$ cat src/design/crcbs_pkg.sv
// ----------------------------------------------------------------------------
// CRC-16 byte stream checker package
// Widths, reset values and the internal item type shared by the checker.
// ----------------------------------------------------------------------------
package crcbs_pkg;

    localparam int CRC_W  = 16;
    localparam int DATA_W = 8;

    // Generator polynomial without its top bit
    localparam logic [CRC_W-1:0] POLY_RESET = 16'hA097;

    // Input item as held in the input register
    typedef struct packed {
        logic              valid;
        logic [DATA_W-1:0] data_byte;
        logic              last_byte;
        logic [CRC_W-1:0]  check_crc;
    } item_t;

endpackage

$ cat src/design/crcbs_if.sv
// ----------------------------------------------------------------------------
// CRC-16 byte stream checker channels
// Valid/ready channels for message bytes, results and polynomial writes.
// ----------------------------------------------------------------------------
interface crcbs_msg_if;
    logic                        valid;
    logic                        ready;
    logic [crcbs_pkg::DATA_W-1:0] data_byte;
    logic                        last_byte;
    logic [crcbs_pkg::CRC_W-1:0]  check_crc;

    modport source (output valid, output data_byte, output last_byte,
                    output check_crc, input ready);
    modport sink   (input valid, input data_byte, input last_byte,
                    input check_crc, output ready);
endinterface

interface crcbs_result_if;
    logic                       valid;
    logic                       ready;
    logic [crcbs_pkg::CRC_W-1:0] crc_value;
    logic                       crc_match;

    modport source (output valid, output crc_value, output crc_match, input ready);
    modport sink   (input valid, input crc_value, input crc_match, output ready);
endinterface

interface crcbs_cfg_if;
    logic                       valid;
    logic                       ready;
    logic [crcbs_pkg::CRC_W-1:0] polynomial;

    modport source (output valid, output polynomial, input ready);
    modport sink   (input valid, input polynomial, output ready);
endinterface

$ cat src/design/crcbs_in_reg.sv
// ----------------------------------------------------------------------------
// CRC-16 checker input register
// Holds one message byte until the datapath consumes it.
// ----------------------------------------------------------------------------
module crcbs_in_reg (
    input  logic                 clk,
    input  logic                 rst_n,
    crcbs_msg_if.sink            msg,
    input  logic                 advance,
    output crcbs_pkg::item_t     item
);

    crcbs_pkg::item_t item_reg;
    crcbs_pkg::item_t item_next;
    logic             load;

    assign msg.ready = !item_reg.valid || advance;
    assign load      = msg.valid && msg.ready;

    always_comb
    begin
        item_next = item_reg;
        if (load)
        begin
            item_next.valid     = 1'b1;
            item_next.data_byte = msg.data_byte;
            item_next.last_byte = msg.last_byte;
            item_next.check_crc = msg.check_crc;
        end
        else if (advance)
        begin
            item_next.valid = 1'b0;
        end
    end

    always_ff @(posedge clk or negedge rst_n)
    begin
        if (!rst_n)
        begin
            item_reg <= '0;
        end
        else
        begin
            item_reg <= item_next;
        end
    end

    assign item = item_reg;

endmodule

$ cat src/design/crcbs_entry.sv
// ----------------------------------------------------------------------------
// CRC-16 table entry
// Bit-serial table entry for one index byte under the given polynomial.
// ----------------------------------------------------------------------------
module crcbs_entry (
    input  logic [crcbs_pkg::CRC_W-1:0]  polynomial,
    input  logic [crcbs_pkg::DATA_W-1:0] index,
    output logic [crcbs_pkg::CRC_W-1:0]  entry
);

    always_comb
    begin
        logic [crcbs_pkg::CRC_W-1:0] acc;
        logic                        feedback;
        acc = '0;
        // index walked MSB first
        for (int n = crcbs_pkg::DATA_W - 1; n >= 0; n--)
        begin
            feedback = acc[crcbs_pkg::CRC_W-1] ^ index[n];
            acc      = {acc[crcbs_pkg::CRC_W-2:0], 1'b0};
            if (feedback)
            begin
                acc = acc ^ polynomial;
            end
        end
        entry = acc;
    end

endmodule

$ cat src/design/crcbs_out_reg.sv
// ----------------------------------------------------------------------------
// CRC-16 checker result register
// Holds the final CRC and match flag until the receiver takes them.
// ----------------------------------------------------------------------------
module crcbs_out_reg (
    input  logic                        clk,
    input  logic                        rst_n,
    input  logic                        load,
    input  logic [crcbs_pkg::CRC_W-1:0] crc,
    input  logic                        match,
    output logic                        free,
    crcbs_result_if.source              result
);

    logic                        valid_reg;
    logic                        valid_next;
    logic [crcbs_pkg::CRC_W-1:0] crc_reg;
    logic                        match_reg;

    assign free = !valid_reg || result.ready;

    always_comb
    begin
        valid_next = valid_reg;
        if (load)
        begin
            valid_next = 1'b1;
        end
        else if (result.ready)
        begin
            valid_next = 1'b0;
        end
    end

    always_ff @(posedge clk or negedge rst_n)
    begin
        if (!rst_n)
        begin
            valid_reg <= 1'b0;
        end
        else
        begin
            valid_reg <= valid_next;
        end
    end

    always_ff @(posedge clk)
    begin
        if (load)
        begin
            crc_reg   <= crc;
            match_reg <= match;
        end
    end

    assign result.valid     = valid_reg;
    assign result.crc_value = crc_reg;
    assign result.crc_match = match_reg;

endmodule

$ cat src/design/crc16_byte_stream_check.sv
// ----------------------------------------------------------------------------
// CRC-16 byte stream checker
// Running table-form CRC-16 over a byte stream with a match flag per message.
// ----------------------------------------------------------------------------
// Usage:
//   msg    : one item per message byte (data_byte, last_byte, check_crc).
//            check_crc is only looked at on the item with last_byte set.
//   result : one item per message (crc_value, crc_match), after its last byte.
//   cfg    : polynomial write (without its top bit), always ready. Write it
//            only while no byte is held; a change between bytes of a message
//            applies from the next byte without clearing the CRC.
//   Throughput: one byte per cycle when not stalled (see Stall). The CRC
//   update (table entry built from the polynomial in eight shift/xor steps,
//   then shift and xor) sits between the input and running CRC registers.
//   Result path: the last byte goes from the input register into the result
//   register, which holds the CRC and match flag until the receiver takes them.
//   Reset: polynomial returns to 0xA097, running CRC to zero, both item
//   registers empty. No clearing pass.
//   Stall: a held result stops a last byte in the input register and all
//   bytes behind it; earlier bytes keep flowing into the running CRC.
// ----------------------------------------------------------------------------
module crc16_byte_stream_check (
    input  logic           clk,
    input  logic           rst_n,
    crcbs_msg_if.sink      msg,
    crcbs_result_if.source result,
    crcbs_cfg_if.sink      cfg
);

    crcbs_pkg::item_t             item;
    logic                         advance;
    logic                         out_free;
    logic                         out_load;

    logic [crcbs_pkg::CRC_W-1:0]  poly_reg;
    logic [crcbs_pkg::CRC_W-1:0]  poly_next;
    logic [crcbs_pkg::CRC_W-1:0]  crc_reg;
    logic [crcbs_pkg::CRC_W-1:0]  crc_next;
    logic [crcbs_pkg::CRC_W-1:0]  entry;
    logic [crcbs_pkg::CRC_W-1:0]  crc_upd;
    logic                         crc_match;

    // Polynomial register
    assign cfg.ready = 1'b1;

    always_comb
    begin
        poly_next = poly_reg;
        if (cfg.valid)
        begin
            poly_next = cfg.polynomial;
        end
    end

    always_ff @(posedge clk or negedge rst_n)
    begin
        if (!rst_n)
        begin
            poly_reg <= crcbs_pkg::POLY_RESET;
        end
        else
        begin
            poly_reg <= poly_next;
        end
    end

    // A held byte moves on unless it is a last byte facing a full result reg
    assign advance  = item.valid && (!item.last_byte || out_free);
    assign out_load = advance && item.last_byte;

    crcbs_in_reg u_in_reg (
        .clk     (clk),
        .rst_n   (rst_n),
        .msg     (msg),
        .advance (advance),
        .item    (item)
    );

    // Table entry for the current high byte of the running CRC
    crcbs_entry u_entry (
        .polynomial (poly_reg),
        .index      (crc_reg[crcbs_pkg::CRC_W-1 -: crcbs_pkg::DATA_W]),
        .entry      (entry)
    );

    assign crc_upd   = {crc_reg[crcbs_pkg::CRC_W-crcbs_pkg::DATA_W-1:0],
                        {crcbs_pkg::DATA_W{1'b0}}}
                       ^ entry
                       ^ {{(crcbs_pkg::CRC_W-crcbs_pkg::DATA_W){1'b0}}, item.data_byte};
    assign crc_match = (crc_upd == item.check_crc);

    // Running CRC: cleared after the last byte of each message
    always_comb
    begin
        crc_next = crc_reg;
        if (advance)
        begin
            crc_next = item.last_byte ? '0 : crc_upd;
        end
    end

    always_ff @(posedge clk or negedge rst_n)
    begin
        if (!rst_n)
        begin
            crc_reg <= '0;
        end
        else
        begin
            crc_reg <= crc_next;
        end
    end

    crcbs_out_reg u_out_reg (
        .clk    (clk),
        .rst_n  (rst_n),
        .load   (out_load),
        .crc    (crc_upd),
        .match  (crc_match),
        .free   (out_free),
        .result (result)
    );

endmodule
$ cat src/flat_wrapper.sv
// flat-port wrapper written by rule: the top's interface ports become plain ports
module crc16_byte_stream_check_flat 
  (clk, rst_n, msg_valid, msg_data_byte, msg_last_byte, msg_check_crc, msg_ready, result_valid, result_crc_value, result_crc_match, result_ready, cfg_valid, cfg_polynomial, cfg_ready);
  crcbs_msg_if msg_i ();
  crcbs_result_if result_i ();
  crcbs_cfg_if cfg_i ();
  input  logic clk;
  input  logic rst_n;
  input wire logic [$bits(msg_i.valid)-1:0] msg_valid;
  input wire logic [$bits(msg_i.data_byte)-1:0] msg_data_byte;
  input wire logic [$bits(msg_i.last_byte)-1:0] msg_last_byte;
  input wire logic [$bits(msg_i.check_crc)-1:0] msg_check_crc;
  output wire logic [$bits(msg_i.ready)-1:0] msg_ready;
  output wire logic [$bits(result_i.valid)-1:0] result_valid;
  output wire logic [$bits(result_i.crc_value)-1:0] result_crc_value;
  output wire logic [$bits(result_i.crc_match)-1:0] result_crc_match;
  input wire logic [$bits(result_i.ready)-1:0] result_ready;
  input wire logic [$bits(cfg_i.valid)-1:0] cfg_valid;
  input wire logic [$bits(cfg_i.polynomial)-1:0] cfg_polynomial;
  output wire logic [$bits(cfg_i.ready)-1:0] cfg_ready;
  assign msg_i.valid = msg_valid;
  assign msg_i.data_byte = msg_data_byte;
  assign msg_i.last_byte = msg_last_byte;
  assign msg_i.check_crc = msg_check_crc;
  assign msg_ready = msg_i.ready;
  assign result_valid = result_i.valid;
  assign result_crc_value = result_i.crc_value;
  assign result_crc_match = result_i.crc_match;
  assign result_i.ready = result_ready;
  assign cfg_i.valid = cfg_valid;
  assign cfg_i.polynomial = cfg_polynomial;
  assign cfg_ready = cfg_i.ready;
  crc16_byte_stream_check u_core (.clk(clk), .rst_n(rst_n), .msg(msg_i), .result(result_i), .cfg(cfg_i));
endmodule
$ cat config.mk
export PLATFORM = sky130hd
export DESIGN_NAME = crc16_byte_stream_check_flat
export DESIGN_NICKNAME = d
export VERILOG_FILES = /design/src/design/crcbs_pkg.sv /design/src/design/crcbs_if.sv /design/src/design/crcbs_in_reg.sv /design/src/design/crcbs_entry.sv /design/src/design/crcbs_out_reg.sv /design/src/design/crc16_byte_stream_check.sv /design/src/flat_wrapper.sv
export SDC_FILE = /design/constraint.sdc
export NUM_CORES = 1
export LEC_CHECK = 0
export BUFFER_PORTS_ARGS = -buffer_cell sky130_fd_sc_hd__buf_2
export CORE_ASPECT_RATIO = 2
export CORE_UTILIZATION = 55
export DETAILED_ROUTE_END_ITERATION = 8
export PLACE_DENSITY = 0.81
export SETUP_SLACK_MARGIN = 0.4
export SLEW_MARGIN = 10
export SYNTH_ARGS = -nofsm -noshare
export SYNTH_HDL_FRONTEND = slang
export SYNTH_SLANG_ARGS = --single-unit
$ cat constraint.sdc
create_clock -name clk -period 4.78 [get_ports clk]
set_clock_uncertainty 0.05 [all_clocks]
set_input_delay 0.956 -clock clk [delete_from_list [all_inputs] [get_ports clk]]
set_output_delay 0.956 -clock clk [all_outputs]
set_load 0.01 [all_outputs]
==> flow_summary.yaml, run 1 <==
placed_design:
  portBuffers: 64
  dp_hpwl_um: 14900
  post-place-ws_ns: -0.218
  gp_congestion: 0.931
critical_path:
  ff2ff_setup_slack_ns: 0.22
  slowest_stage: "or4_4"
  r2r_cells: 16
  timing.rr.start: "u_core.poly_reg[15]"
  arrival_ns: 4.68
  worstPathMaxFanout: 7
  cp-startpoint: "u_core.poly_reg[15]"
  worst_setup_path_end_kind: "flop"
  r2r_end: "u_core.u_out_reg.result.crc_match"
  crit_family: "simple AND/OR/NAND/NOR gates"
  crit_path_start_kind: "flop"
  crit_required_ns: 4.90
  max_stage_delay_ns: 0.60
  crit_type: "reg2reg"
  cp.depth: 16
  path_cells: "buf_6 > o21ai_2 > and3_4 > or4_4 > a21oi_1 > or4b_1 > nand4_1 > mux2i_2 > xnor2_2 > xnor2_4 > buf_6 > nand2_1 > xnor2_2 > xor2_1 > or4_1 > nor4_2"
  worstPathBufferInverterCount: 2
yosys:
  synth.yosys.seq_area_share_pct: 32.2
  yosys_warnings: 0
  synth_cells: 673
  syn_nets: 719
  synthFlopType: "dfrtp_1"
  synthArstFlopShare_pct: 77.6
  ys_seq_elements: 76
  synth_cell_types: 82
  avgSynthCellArea_um2: 9.21
  synth_edf_count: 17
  syn_area_um2: 6200
clocking:
  root_buffer: "clkbuf_16"
  cts_tree: "done"
  numCtsBuffers: 9
  cts_hold_buf: 0
  cts_sinks: 76
  htreeDepth: 3
  clk_pin_slew_worst_paths_ns: 0.07
  worstSkewPairLatency_ns: 0.34
  clock_path_buffers: 2
sta:
  finalCritPeriodShare_pct: 95.3
  fin_ws_ns: 0.223
  grt_setup_unrepaired: "true"
  period_needed_ns: 4.56
  final-setup-viol-count: 0
  finalHoldViolations: 0
  max_freq_ghz: 0.219
  maxSlewViolCount: 0
  tightest_slew_ns: 0.992
  slew_headroom_pct: 33.7
cells_and_area:
  fin_nets: 844
  mostFrequentLayoutCell: "nand2_1"
  diodes: 0
  nFillCells: 832
  area_delta_synth_final_pct: 28.5
  largest_register_ffs: 26
  layout_common_cells: "nand2_1 (95), buf_4 (93), xnor2_1 (89)"
  drive_above_1_share_pct: 38.5
hold_path:
  holdPathStages: 1
  hp-start: "u_core.u_in_reg.item[9]"
  hold_class: "reg2reg"
  min_to: "u_core.u_in_reg.item[9]"
route:
  ant_nets: 0
  routed_wl_um: 20400
  firstDrtPassIters: 5
  wl_per_cell_um: 21.7
  via_per_inst: 6.22
  drt_iter0_markers: 398
  drc: 0
  vias: 5863
global_route:
  grt_usage_pct: 36.3
  overflow: 0
  grt_pass1_wl_um: 32200
  grt_max_degree: 60
  grt_pass1_vias: 5968
  antenna_found_initial: 0
run:
  maxCapViolations: 0
floorplan:
  initial_core_util_pct: 56.6
  fp.dieW_um: 77.1
  dieArea_um2: 11700
  core_um2: 10900
  die_h_um: 152
  fp-row-count: 54
  io_pins: 66
outcome:
  status: "finished, final reports clean"
## Yosys cell counts (11+ instances only)
| library cell | count | share of area [%] |
|---|---|---|
| xnor2_1 | 100 | 14 |
| nand2_1 | 96 | 5.8 |
| dfrtp_1 | 52 | 21 |
| mux2_2 | 40 | 7.3 |
| o21ai_0 | 39 | 3.2 |
| clkbuf_1 | 33 | 2.0 |
| nor2_1 | 27 | 1.6 |
| xor2_1 | 27 | 3.8 |
| a22o_1 | 20 | 2.8 |
| edfxtp_1 | 17 | 8.2 |
| nand3_1 | 17 | 1.4 |
| buf_2 | 13 | 1.1 |
| a32oi_1 | 11 | 1.6 |
| and2_1 | 11 | 1.1 |
## cells by family (layout without fill, tap and decap cells)
family / Yosys count / count (layout) / synth area share (%)
AO/OA/AOI/OAI: 145 / 145 / 17.1
XOR/XNOR: 134 / 134 / 20.5
buffers and inverters: 59 / 189 / 4.32
flip-flops: 76 / 76 / 32.2
multiplexers: 45 / 45 / 8.08
other: 1 / 1 / 0.0605
AND/OR/NAND/NOR: 213 / 213 / 17.7
## final cells by class
cell class / instances / area, um^2 / share of cell area, %
clock buffers: 9 / 225 / 2.83
clock inverters: 7 / 57.6 / 0.723
inverters: 6 / 26.3 / 0.330
multi-input cells: 538 / 4320 / 54.3
flip-flops and latches: 76 / 2000 / 25.1
well taps: 140 / 175 / 2.20
repair buffers: 167 / 1150 / 14.5
## layer usage
layer	up-vias	routed length, um	track usage (%)
li1	2641	-	-
met2	252	10600	64.7
met3	123	911	5.11
met5	-	0	0
met4	0	2030	29.6
met1	2847	6880	36.6
## worst max-delay path by stage
| stage | endpoint | slack [ns] |
|---|---|---|
| floorplan | u_core.u_out_reg.result.crc_match | 0.45 |
| global route | u_core.u_out_reg.result.crc_match | 0.07 |
| detailed placement | u_core.u_out_reg.result.crc_match | -0.22 |
| finish | u_core.u_out_reg.result.crc_match | 0.22 |
| CTS | u_core.u_out_reg.result.crc_match | 0.29 |
| global placement | u_core.u_out_reg.result.crc_match | -0.20 |
## through the flow
step,area [um^2],utilization (%),setup TNS (ns),std cells,hold slack [ns]
4_1_cts,7720,70.5,0,930,0.468
6_report,7960,72.7,0,943,0.465
2_1_floorplan,6230,-,0,673,0.423
5_1_grt,7960,72.7,0,943,0.487
3_5_place_dp,7080,64.7,-0.218,900,0.453
3_3_place_gp,7080,64.7,-0.201,900,0.455
## what timing repair did
action / 4_1_cts / 5_1_grt
setup buffers: 14 / 13
pin swaps: 12 / 19
gates resized for setup: 43 / 29
setup endpoints to repair: 14 / 8
endpoints found under the hold margin: 0 / 0
Power of run 1 is not shown: default switching activity piles up to over one toggle a cycle in this logic, so the estimate is an artifact.
==> inputs of run 2 (changes only) <==
- CORE_ASPECT_RATIO: 2 -> 0.6
- CORE_MARGIN: not set -> 4
- REMOVE_ABC_BUFFERS: not set -> 1
==> run 2 against run 1 <==
First-iteration DRC count increased by 73%. Cell count increased by 1.4%. Sequential cell count unchanged. Critical path depth increased by 2. Cell area increased by 1.2%. Sequential share of layout area decreased by 0.28 points. Die area increased by 12%. Global-route usage decreased by 6.7 points. Routed wire length increased by 1.3%. Hold slack improved by 0.0073 ns. Worst setup slack got worse by 0.17 ns. Fmax decreased by 3.7%. Critical endpoint unchanged.
==> flow_summary.yaml, run 2 (synthesis results as in run 1) <==
global_route:
  grt_usage_pct: 29.6
  overflow: 0
  grt_max_degree: 40
  grt_pass1_vias: 5687
  grt_pass1_wl_um: 30800
  antenna_found_initial: 0
sta:
  tightest_slew_ns: 1.34
  maxSlewViolCount: 0
  period_needed_ns: 4.73
  finalHoldViolations: 0
  final-setup-viol-count: 0
  max_freq_ghz: 0.211
  finalCritPeriodShare_pct: 99.0
  grt_setup_unrepaired: "true"
  slew_headroom_pct: 10.4
critical_path:
  arrival_ns: 4.86
  cpMostUsedCell: "buf_6"
  worstPathBufferInverterCount: 4
  slowest_stage: "dfstp_2"
  crit_required_ns: 4.91
  crit_type: "reg2reg"
  path_cells: "buf_6 > buf_6 > nand2_4 > a21oi_4 > buf_4 > nor3_4 > buf_6 > o21ai_1 > o21ai_1 > a211oi_2 > xnor2_2 > nor4_2 > or2_1 > mux2i_1 > a311o_2 > xnor2_1 > or4_4 > nor4_4"
  max_stage_delay_ns: 0.63
  worstPathMaxFanout: 7
  crit_family: "simple AND/OR/NAND/NOR gates"
  worst_setup_path_end_kind: "flop"
  crit_path_start_kind: "flop"
cells_and_area:
  layout_common_cells: "buf_4 (104), xnor2_1 (93), nand2_1 (90)"
  seq_area_um2: 2000
  area_delta_synth_final_pct: 30.0
  diodes: 0
  drive_above_1_share_pct: 39.2
  post-route-cell-area_um2: 8050
  nFillCells: 745
  mostFrequentLayoutCell: "buf_4"
  largest_register_ffs: 26
  fin_nets: 858
  multi_input_area_um2: 4270
route:
  ant_nets: 0
  firstDrtPassIters: 7
  drt_iter0_markers: 688
  via_per_inst: 6.35
  drc: 0
  vias: 6066
  wl_per_cell_um: 21.7
  routed_wl_um: 20700
floorplan:
  initial_core_util_pct: 57.5
  dieArea_um2: 13100
  die_h_um: 90.2
  fp-row-count: 29
  core_um2: 10800
  io_pins: 66
  fp.dieW_um: 145
placed_design:
  portBuffers: 64
  gp_congestion: 1.00
  dpl_cell_area_um2: 7090
  dp_hpwl_um: 14400
clocking:
  cts_tree: "done"
  clk_pin_slew_worst_paths_ns: 0.06
  clock_path_buffers: 2
  cts_sinks: 76
  cts_hold_buf: 0
  numCtsBuffers: 9
  htreeDepth: 3
  root_buffer: "clkbuf_16"
  worstSkewPairLatency_ns: 0.35
outcome:
  status: "finished, final reports clean"
run:
  maxCapViolations: 0
hold_path:
  hold_class: "reg2reg"
[run 2: cell count changes in the layout (fill, tap and decap cells not counted), moves of 3 or more]
cell	delta
nand2_1	-5
buf_6	+5
nand2_2	+4
nor2_1	+4
a21oi_2	+3
xnor2_1	+4
xnor2_2	-3
buf_4	+11
[run 2: worst reg2reg max path, stage by stage (launching register included)]
cell,delay (ns)
dfstp_2,0.63
buf_6,0.13
buf_6,0.10
nand2_4,0.07
a21oi_4,0.26
buf_4,0.19
nor3_4,0.05
buf_6,0.14
o21ai_1,0.24
o21ai_1,0.11
a211oi_2,0.36
xnor2_2,0.22
nor4_2,0.37
or2_1,0.21
mux2i_1,0.09
a311o_2,0.43
xnor2_1,0.14
or4_4,0.55
nor4_4,0.22
[run 2: routing by layer]
metal / global-route usage, % / vias to the layer above / routed length (um)
met5: 0 / - / 0
met4: 7.67 / 0 / 388
met3: 10.8 / 50 / 2750
met2: 42.5 / 420 / 8810
met1: 42.3 / 2919 / 8760
li1: - / 2677 / -
[run 2: final cells by class]
class	count	area share, %
clock buffer	9	2.80
clock inverter	7	1.21
inverter	6	0.280
multi-input combinational	538	53.0
sequential	76	24.9
tap	139	2.16
timing repair buffer	181	15.7
[run 2: path summary, 6_finish.rpt]
check	start	end	slack [ns]	cells past startpoint
setup / recovery	u_core.poly_reg[15]	u_core.u_out_reg.result.crc_match	0.05	18
hold / removal	u_core.u_in_reg.item[9]	u_core.u_in_reg.item[9]	0.47	1
setup reg to reg	u_core.poly_reg[15]	u_core.u_out_reg.result.crc_match	0.05	18
hold reg to reg	u_core.u_in_reg.item[9]	u_core.u_in_reg.item[9]	0.47	1
max in group asynchronous	rst_n	u_core.poly_reg[11]	3.24	2
min in group asynchronous	rst_n	u_core.crc_reg[12]	0.50	1
[run 2: stage by stage]
| step | hold slack, ns | TNS (ns) | setup WS (ns) | utilization [%] | cells |
|---|---|---|---|---|---|
| final | 0.472 | 0 | 0.0501 | 74.7 | 956 |
| after global routing | 0.488 | -0.0715 | -0.0715 | 74.7 | 956 |
| after CTS | 0.476 | 0 | 0.0853 | 70.8 | 935 |
| after detailed placement | 0.459 | -0.251 | -0.251 | 65.8 | 906 |
| after global placement | 0.446 | -0.113 | -0.113 | 65.8 | 906 |
| after floorplan | 0.423 | -0.379 | -0.379 | - | 620 |
[run 2: timing repair]
| action | CTS | global route |
|---|---|---|
| hold endpoints to repair | 0 | 0 |
| pin swaps | 12 | 28 |
| cloned | 0 | 0 |
| setup buffers | 13 | 21 |
| endpoints found under the setup margin | 1 | 3 |
| resized for setup | 28 | 55 |
Power of run 2 is left out for the same reason.
